===== config.mk =====
export PLATFORM = sky130hd
export DESIGN_NAME = vvfe_fifo
export DESIGN_NICKNAME = d
export VERILOG_FILES = /design/src/hdl/voxel_visible_face_extract_unit_assert.svh /design/src/hdl/vvfe_fifo.sv
export SDC_FILE = /design/constraint.sdc
export NUM_CORES = 1
export LEC_CHECK = 0
export BUFFER_PORTS_ARGS = -buffer_cell sky130_fd_sc_hd__buf_2
export CORE_ASPECT_RATIO = 1.1
export CORE_MARGIN = 2
export CORE_UTILIZATION = 42
export CTS_CLUSTER_SIZE = 24
export DETAILED_ROUTE_END_ITERATION = 6
export PLACE_DENSITY = 0.71
export SYNTH_ARGS = -nofsm -noshare
export SYNTH_HDL_FRONTEND = slang
export SYNTH_SLANG_ARGS = --single-unit

===== constraint.sdc =====
create_clock -name clk -period 1.6 [get_ports clk]
set_input_delay 0.32 -clock clk [delete_from_list [all_inputs] [get_ports clk]]
set_output_delay 0.32 -clock clk [all_outputs]
set_load 0.005 [all_outputs]

===== src/hdl/voxel_visible_face_extract_unit_assert.svh =====
// Assertion macros shared by the RTL.
`ifndef VOXEL_VISIBLE_FACE_EXTRACT_UNIT_ASSERT_SVH
`define VOXEL_VISIBLE_FACE_EXTRACT_UNIT_ASSERT_SVH

// Same-cycle implication, sampled on clk, off while arst_n is low.
`define VVFE_ASSERT_IMPL(label, ante, cons) \
	label: assert property (@(posedge clk) disable iff (!arst_n) (ante) |-> (cons)) \
		else $error("vvfe: same-cycle check failed");

// Next-cycle implication, sampled on clk, off while arst_n is low.
`define VVFE_ASSERT_NEXT(label, ante, cons) \
	label: assert property (@(posedge clk) disable iff (!arst_n) (ante) |=> (cons)) \
		else $error("vvfe: next-cycle check failed");

`endif


===== src/hdl/vvfe_fifo.sv =====
`default_nettype none

module vvfe_fifo #(
	parameter int WIDTH = 8,
	parameter int DEPTH = 2
) (
	input  wire logic             clk,
	input  wire logic             arst_n,
	input  wire logic             push,
	input  wire logic [WIDTH-1:0] wdata,
	output logic                  full,
	input  wire logic             pop,
	output logic      [WIDTH-1:0] rdata,
	output logic                  empty
);

	localparam int PW = $clog2(DEPTH);

	logic [WIDTH-1:0] slot_q [DEPTH];
	logic [PW-1:0]    wr_ptr_q;
	logic [PW-1:0]    rd_ptr_q;
	logic [PW:0]      count_q;
	logic             do_push;
	logic             do_pop;

	assign full    = (count_q == (PW+1)'(DEPTH));
	assign empty   = (count_q == '0);
	assign do_push = push && !full;
	assign do_pop  = pop && !empty;
	assign rdata   = slot_q[rd_ptr_q];

	always_ff @(posedge clk or negedge arst_n) begin
		if (!arst_n) begin
			wr_ptr_q <= '0;
			rd_ptr_q <= '0;
			count_q  <= '0;
		end else begin
			if (do_push) begin
				wr_ptr_q <= wr_ptr_q + PW'(1);
			end
			if (do_pop) begin
				rd_ptr_q <= rd_ptr_q + PW'(1);
			end
			if (do_push && !do_pop) begin
				count_q <= count_q + (PW+1)'(1);
			end else if (do_pop && !do_push) begin
				count_q <= count_q - (PW+1)'(1);
			end
		end
	end

	always_ff @(posedge clk) begin
		if (do_push) begin
			slot_q[wr_ptr_q] <= wdata;
		end
	end

endmodule

`default_nettype wire


* After elaboration in Yosys (flattened, before gate mapping)
Memory sizes are Yosys's and may differ from the RTL's.
Cells that the tools add are included.
** Storage, ports and cells
- Memories :: 1
- Register bits :: 4
- RAM bits :: 16
- Word-level logic and storage cells :: 23
** Cells by class
- Add/sub/neg operators :: 4
- Reductions and logical operators :: 10
- Mux-type cells :: 4
- Equality and inequality tests :: 1
** Memory list
- slot_q :: depth 2, width 8, rd ports 1, clocked after memory_dff 0, wr ports 1, line vvfe_fifo.sv:19 : logic [WIDTH-1:0] slot_q [DEPTH];
** Operators with widths (number)
- $logic_and A1 B1 Y1 :: 4
- $logic_not A1 Y1 :: 4
- $mux W2 :: 2
- $add A1 B1 Y1 const B :: 2
- $add A2 B1 Y2 const B :: 1
- $eq A2 B2 Y1 const B :: 1
- $logic_not A2 Y1 :: 1
- $mux W1 :: 2
- $reduce_bool A2 Y1 :: 1
- $sub A2 B1 Y2 const B :: 1

* Longest topological paths before layout
Gate-level depths: netlist of the first run.
- Word-level depth :: 7
- Gate-level depth with buffers :: 7
- Depth with buffers taken out :: 7

* Worst setup path after synthesis of the first run
OpenSTA, ideal clock, no wires.
- Path type :: register to register
- Start point :: register count_q[0]
- End point :: memory slot_q[0][0], enable pin
- Setup slack :: 208 ps
- Cell stages (with the launch flop) :: 4
- Path buffers :: 0
- Data arrival time :: 1022 ps
- Data required time :: 1230 ps
- Period minus slack after synthesis :: 1392 ps
- Cell sequence :: dfrtp_1 > nand2b_1 > nand2_2 > nor2_1
** On the way
- Cells in the longest elaborated chain, start to end :: 5
** RTL lines
- start, declared :: line vvfe_fifo.sv:22 : logic [PW:0] count_q;
- start signal, assigned :: line vvfe_fifo.sv:45 : count_q <= count_q + (PW+1)'(1);
- start signal, assigned :: line vvfe_fifo.sv:47 : count_q <= count_q - (PW+1)'(1);
- $eq A2 B2 Y1 :: line vvfe_fifo.sv:26 : assign full = (count_q == (PW+1)'(DEPTH));
- $logic_not A1 Y1 :: line vvfe_fifo.sv:28 : assign do_push = push && !full;
- $logic_and A1 B1 Y1 :: line vvfe_fifo.sv:28
- $mux W1 :: line vvfe_fifo.sv:53 : if (do_push) begin
- $mux W1 (not written as such) :: line vvfe_fifo.sv:54 : slot_q[wr_ptr_q] <= wdata;
- end, declared :: line vvfe_fifo.sv:19
No other way between the ends.

* Worst setup path after layout of the first run
- Start point :: register rd_ptr_q
- End point :: output port rdata[4]
** On the way
- Cells in the longest elaborated chain, start to end :: 1
** RTL lines
- start, declared :: line vvfe_fifo.sv:21 : logic [PW-1:0] rd_ptr_q;
- start signal, assigned :: line vvfe_fifo.sv:42 : rd_ptr_q <= rd_ptr_q + PW'(1);
- $mem_v2 Z2 W8
- end, declared :: line vvfe_fifo.sv:13 : output logic [WIDTH-1:0] rdata,
No other way between the ends.

==> results of run 1 <==
cell families (layout without fill, tap and decap cells):
kind of cell,after synthesis,after routing,share of synthesized area
AO/OA/AOI/OAI,1,1,0.00639
XOR/XNOR,5,5,0.0656
adder cells (fa/ha/maj),1,1,0.0160
buffers and inverters,3,30,0.0160
flip-flops,20,20,0.742
multiplexers,8,8,0.115
AND/OR/NAND/NOR,6,6,0.0384
power groups by stage:
stage | clock, mW | combinational, mW | sequential [mW]
floorplan | 0 | 0.364 | 0.793
global placement | 0 | 0.489 | 0.842
detailed placement | 0 | 0.511 | 0.856
CTS | 0.409 | 0.516 | 0.847
global route | 0.426 | 0.588 | 0.859
finish | 0.404 | 0.531 | 0.834
sequential cells by signal, summed over array words and instances, names as in the netlist:
register	cells
count_q	2
rd_ptr_q	1
wr_ptr_q	1
slot_q	16
layout by cell type, fill, tap and decap left out:
cell and count:
xor2_1 2, bufinv_16 1, inv_1 2, dfrtp_2 1, ha_1 1, nand2b_1 1
dlygate4sd3_1 1, edfxtp_1 16, xnor2_2 1, o21ai_1 1, buf_2 21, mux2_2 2
buf_4 2, and3_1 1, xnor2_1 2, clkbuf_4 3, mux2_1 6, nor2_1 3
nand2_2 1, dfrtp_1 3
worst paths after layout:
path	end	depth (start not counted)
max in group asynchronous	rd_ptr_q	2
hold reg to reg	count_q[1]	1
setup reg to reg	count_q[1]	6
hold / removal	slot_q[1][1]	1
min in group asynchronous	count_q[0]	2
setup / recovery	rdata[4]	2
cell type report:
cell class	count	area share
inverters	2	0.00763
flip-flops and latches	20	0.592
clock inverters	1	0.0305
clock buffers	3	0.0229
well taps	18	0.0229
repair buffers	24	0.132
multi-input cells	21	0.192
layer usage:
layer	global-route usage	share of wire
met1	0.118	0.41
met2	0.202	0.51
met3	0.0481	0.085
met4	0.0441	0
met5	0	0
timing repair:
| action | 4_1_cts | 5_1_grt |
|---|---|---|
| buffers inserted | 0 | 1 |
| hold buffers | 1 | 0 |
| endpoints found under the setup margin | 8 | 9 |
| hold endpoints to repair | 4 | 0 |
| resized for setup | 1 | 0 |
per-stage QoR:
stage | cells | TNS (ns) | instance area, µm² | hold WS (ns)
floorplan | 44 | 0 | 782 | 0.0244
global placement | 83 | 0 | 912 | 0.131
detailed placement | 83 | 0 | 912 | 0.134
CTS | 88 | -0.0441 | 976 | 0.196
global route | 89 | -0.371 | 983 | 0.186
finish | 89 | 0 | 983 | 0.204
==> out/qor.csv, run 1 <==
stage,metric,value,unit
routing,WL/cell,13.6,µm
synth,"EDFF count, synth",16,
synth,Synth Cell Area,782,µm²
routing,mean number of vias per cell,4.94,
timing,endpoints failing setup,0,
setup_path,WP buf/inv,1,
die,Die Area,2220,µm²
timing,clk_skew,0.00601,ns
setup_path,CP max FO,9,
layout,Fillers,156,
timing,final hold vios,0,
synth,leading area contributor after synthesis,edfxtp_1,
global_route,first-pass GRT wire length,1.81,mm
timing,Final WS setup,0.00929,ns
routing,Post-Route WL,1.21,mm
place,Detail Placement HPWL,880,µm
synth,Mapped Avg Cell Area,17.8,µm²
global_route,number of global-route vias before repair,442,
global_route,initial antenna violation count,0,
timing,measured slew at the worst slew-check pin,0.398,ns
routing,# DRC,0,
clock_network,TritonCTS Buffers,3,
timing,Final Max Slew Viols,0,
layout,layout cells sized above 1,0.451,
synth,Synth area leaders,"edfxtp_1 61%, dfrtp_1 13%, mux2_1 8.6%, mux2_2 2.9%, xnor2_1 2.2%",
setup_path,largest stage delay on the critical path,0.50,ns
clock_network,Root Buffer,clkbuf_4,
clock_network,CTS tree,built,
layout,footprint of the multi-input gates,189,µm²
place,RePlAce Congestion,0.661,
timing,Max Clk Rate,0.629,GHz
power_and_ir_drop,Worst VDD drop,876,µV
layout,final core utilization,0.558,
die,Starting Density,0.444,
power_and_ir_drop,part of the power in registers,0.472,
setup_path,reg2reg setup slack,0.10,ns
setup_path,crit-path cells,mux2_1 > buf_2,
routing,TritonRoute pass-1 iters,4,
clock_network,"Clk Latency, worst-skew pair",0.29,ns
setup_path,critical path endpoint category,output port,
power_and_ir_drop,P_sw,493,µW
synth,Synth top cells by count,"16 x edfxtp_1, 6 x mux2_1, 4 x dfrtp_1",
min_path,hold_sp,wdata[1],
die,Rows,16,
power_and_ir_drop,total power,1.77,mW
clock_network,clock buffer depth,2,
timing,Tcrit/Tclk final,0.994,
layout,Final nets,85,
routing,DR iter-0 viols,4,
power_and_ir_drop,Leak,0.415,nW
synth,Netlist cell types,15,
run,MaxCap Viol Count,0,
power_and_ir_drop,Comb pwr share,0.300,
clock_network,H-tree levels,1,
synth,"count leader, synth",edfxtp_1,
setup_path,Worst Setup SP,rd_ptr_q,
global_route,total track usage,0.116,
timing,RSZ-0062 raised after global routing,true,
setup_path,CP startpoint kind,flip-flop,
setup_path,worst r2r src,count_q[0],
power_and_ir_drop,Int Power,1.28,mW
synth,"Async S/R FF share, synth",0.200,
routing,Via Count,440,
timing,fin crit period,1.59,ns
timing,max_slew headroom,0.735,
power_and_ir_drop,Sw Ratio,0.279,
synth,Yosys Warn Count,0,
layout,antenna cells,0,
min_path,Hold Path Class,in -> reg,
die,Core Area,1760,µm²
synth,register bit total from synthesis,20,
synth,sequential fraction of the synthesis area,0.742,
routing,antenna-violating nets left,0,
power_and_ir_drop,clock network fraction of total power,0.228,
synth,Synth Net Count,57,
die,io pins,22,
place,input/output buffers,21,
layout,Layout Area Growth over Synthesis,25.8,%
layout,sequential cell area,582,µm²
global_route,largest net degree at the start of global routing,13,
setup_path,Worst EP required,1.28,ns
synth,top-area cell type share of the netlist area,0.614,
setup_path,Arrival @ worst endpoint,1.27,ns
setup_path,slowest CP cell,dfrtp_2,
run_status,outcome,"finished, final reports clean",
synth,synthesized instance count,44,
clock_network,clock transition at the registers of the reported paths,0.11,ns
power_and_ir_drop,areal power density over the cells,1800,nW/µm²
synth,top_reg_cell synth,edfxtp_1,
die,Die H,49.3,µm
setup_path,"CP delay by family, top",flip-flops,
die,Die W,45.1,µm
clock_network,clock tree sinks,20,
setup_path,CP Class,reg -> out,
global_route,gr ovfl total,0,
place,dpl ws,0.105,ns
No activity file was read; power rests on OpenSTA's default activity.
==> run 2: changes to the inputs <==
Settings changed: CORE_UTILIZATION 42 to 48, PLACE_DENSITY 0.71 to 0.78.
==> run 2 against run 1 <==
  * The flow now finishes with violations (setup timing)
  * Final cell count is 2.2% higher
  * Wire length rose by 5.2%
  * Critical path depth is 1 higher
  * Combinational power grew 63%
  * Global-route usage increased by 1.3 points
  * Clock power is 28% lower
  * Worst setup slack worse by 0.028 ns
  * Critical path type unchanged
  * Design area rose by 9.5%
  * Sequential share of layout area is 5.0 points lower
  * Sequential cell count unchanged
==> out/qor.csv, run 2 (same netlist as run 1, synthesis figures left out) <==
stage,metric,value,unit,change
layout,"commonest non-fill, non-tap cell in the layout",edfxtp_1,,
timing,Tcrit/Tclk final,1.01,,+0.0177
global_route,largest net degree at the start of global routing,12,,-1
routing,TritonRoute pass-1 iters,4,,unchanged
place,input/output buffers,21,,unchanged
run_status,failing checks,setup timing,,
clock_network,clock tree sinks,20,,unchanged
timing,Final WS setup,-0.0190,ns,-0.0283 ns
die,Rows,15,,-1
clock_network,CTS tree,built,,
setup_path,CP Class,reg -> out,,
place,# placed instances,82,,-1.2%
die,Starting Density,0.502,,+0.0581
setup_path,Most common cell on crit path,buf_6,,
die,io pins,22,,unchanged
place,dpl ws,0.119,ns,+0.0134 ns
clock_network,clock buffer depth,2,,unchanged
setup_path,Arrival @ worst endpoint,1.30,ns,+0.03 ns
power_and_ir_drop,total power,1.95,mW,+10%
min_path,Hold Path Stages,1,,unchanged
setup_path,worst r2r src,count_q[0],,
setup_path,r2r endpoint,count_q[1],,
place,Area after DPL,911,µm²,-0.14%
routing,Post-Route WL,1.27,mm,+5.2%
layout,design area,1080,µm²,+9.5%
min_path,hold_sp,wdata[1],,
clock_network,Root Buffer,clkbuf_4,,
layout,number of flip-flops in the largest register,16,,unchanged
timing,RSZ-0062 raised after global routing,true,,
clock_network,clock transition at the registers of the reported paths,0.11,ns,about the same
power_and_ir_drop,Leak,0.475,nW,+14%
run,MaxCap Viol Count,0,,unchanged
global_route,total track usage,0.130,,+0.0135
setup_path,CP startpoint kind,flip-flop,,
timing,endpoints failing setup,6,,+6
layout,final core utilization,0.692,,+0.133
layout,"Most flops, register",slot_q,,
timing,clk_skew,0.00630,ns,+0.000289 ns
power_and_ir_drop,Worst VDD drop,1130,µV,+30%
run_status,outcome,finished with violations,,
setup_path,crit-path cells,buf_6 > mux2_4 > buf_6,,
routing,WL/cell,14.0,µm,+2.9%
routing,antenna-violating nets left,0,,unchanged
timing,Final Max Slew Viols,0,,unchanged
setup_path,Worst EP required,1.28,ns,about the same
routing,DR iter-0 viols,10,,+6
timing,max_slew headroom,0.740,,+0.00513
setup_path,"CP delay by family, top",flip-flops,,
global_route,number of global-route vias before repair,406,,-8.1%
routing,Via Count,467,,+6.1%
layout,layout cells sized above 1,0.568,,+0.117
timing,measured slew at the worst slew-check pin,0.390,ns,-0.00769 ns
layout,Largest regs,"slot_q: 16 flops, count_q: 2 flops",,
setup_path,largest stage delay on the critical path,0.43,ns,-0.07 ns
layout,Post-Layout Cell Count,91,,+2.2%
routing,mean number of vias per cell,5.13,,+3.8%
setup_path,cells on worst reg2reg path,6,,unchanged
setup_path,reg2reg setup slack,0.15,ns,+0.05 ns
die,Die W,42.5,µm,-5.9%
place,RePlAce Congestion,0.619,,-6.4%
routing,# DRC,0,,unchanged
timing,final hold vios,0,,unchanged
layout,Layout Area Growth over Synthesis,37.8,%,
timing,Max Clk Rate,0.618,GHz,-1.7%
layout,antenna cells,0,,unchanged
layout,Final nets,88,,+3.5%
power_and_ir_drop,areal power density over the cells,1810,nW/µm²,+0.85%
setup_path,CP max FO,5,,-4
timing,setup TNS,-0.0669,ns,-0.0669 ns
die,Die H,46.3,µm,-5.9%
setup_path,WP buf/inv,2,,+1
timing,fin crit period,1.62,ns,+0.0283 ns
global_route,gr ovfl total,0,,unchanged
setup_path,slowest CP cell,dfrtp_2,,
die,Core Area,1560,µm²,-12%
die,Die Area,1970,µm²,-11%
layout,most frequent cells in the layout,"16 x edfxtp_1, 13 x buf_2, 10 x buf_6",,
setup_path,critical path endpoint category,output port,,
global_route,initial antenna violation count,0,,unchanged
clock_network,"Clk Latency, worst-skew pair",0.30,ns,about the same
global_route,first-pass GRT wire length,1.71,mm,-5.7%
clock_network,H-tree levels,1,,unchanged
min_path,Hold Path Class,in -> reg,,
clock_network,TritonCTS Buffers,3,,unchanged
min_path,Hold EP,slot_q[0][1],,
timing,Min Hold Slack,0.198,ns,-0.00541 ns
[run 2: cell types whose count changed in the layout (fill, tap and decap cells not counted), sizes merged]
cell    delta
buf        +3
clkbuf     +1
bufinv     -1
[run 2: repair_timing]
action | in CTS | in global routing
cloned | 0 | 0
endpoints found under the hold margin | 4 | 0
hold buffers | 1 | 0
setup endpoints to repair | 8 | 9
resized for setup | 1 | 21
buffers inserted | 1 | 3
[run 2: how the worst max path moves through the flow]
stage                     from      endpoint  cells after the start
floorplan           count_q[0]  slot_q[0][0]                      3
global placement    count_q[0]    count_q[1]                      6
detailed placement  count_q[0]    count_q[1]                      6
CTS                   rd_ptr_q      rdata[7]                      2
global route          rd_ptr_q      rdata[0]                      3
finish                rd_ptr_q      rdata[0]                      3
[run 2: layer usage]
layer  track usage  up-vias  wire length, µm  share of wire
li1              -      218                -              -
met1         0.141      231              534           0.42
met2         0.231       16              670           0.53
met3        0.0118        2               41          0.032
met4         0.113        0               28          0.022
met5             0        -                0              0
[run 2: area by class of cell]
type | count | area (µm²)
tap | 17 | 21.3
clock buffer | 4 | 36.3
fill | 112 | 480
sequential | 20 | 583
inverter | 2 | 7.51
timing repair buffer | 27 | 210
multi-input combinational | 21 | 219
[run 2: worst register-to-register path: stages, from the launching register on]
cell      delay (ns)
dfrtp_2         0.41
nand2b_1        0.19
nand2_2         0.13
inv_1           0.05
ha_1            0.32
nor2_1          0.13
xor2_1          0.15
[run 2: where the power goes]
part	internal (mW)	switching, mW
registers	0.732	0.0691
logic	0.532	0.332
clock network	0.139	0.150
total	1.40	0.551
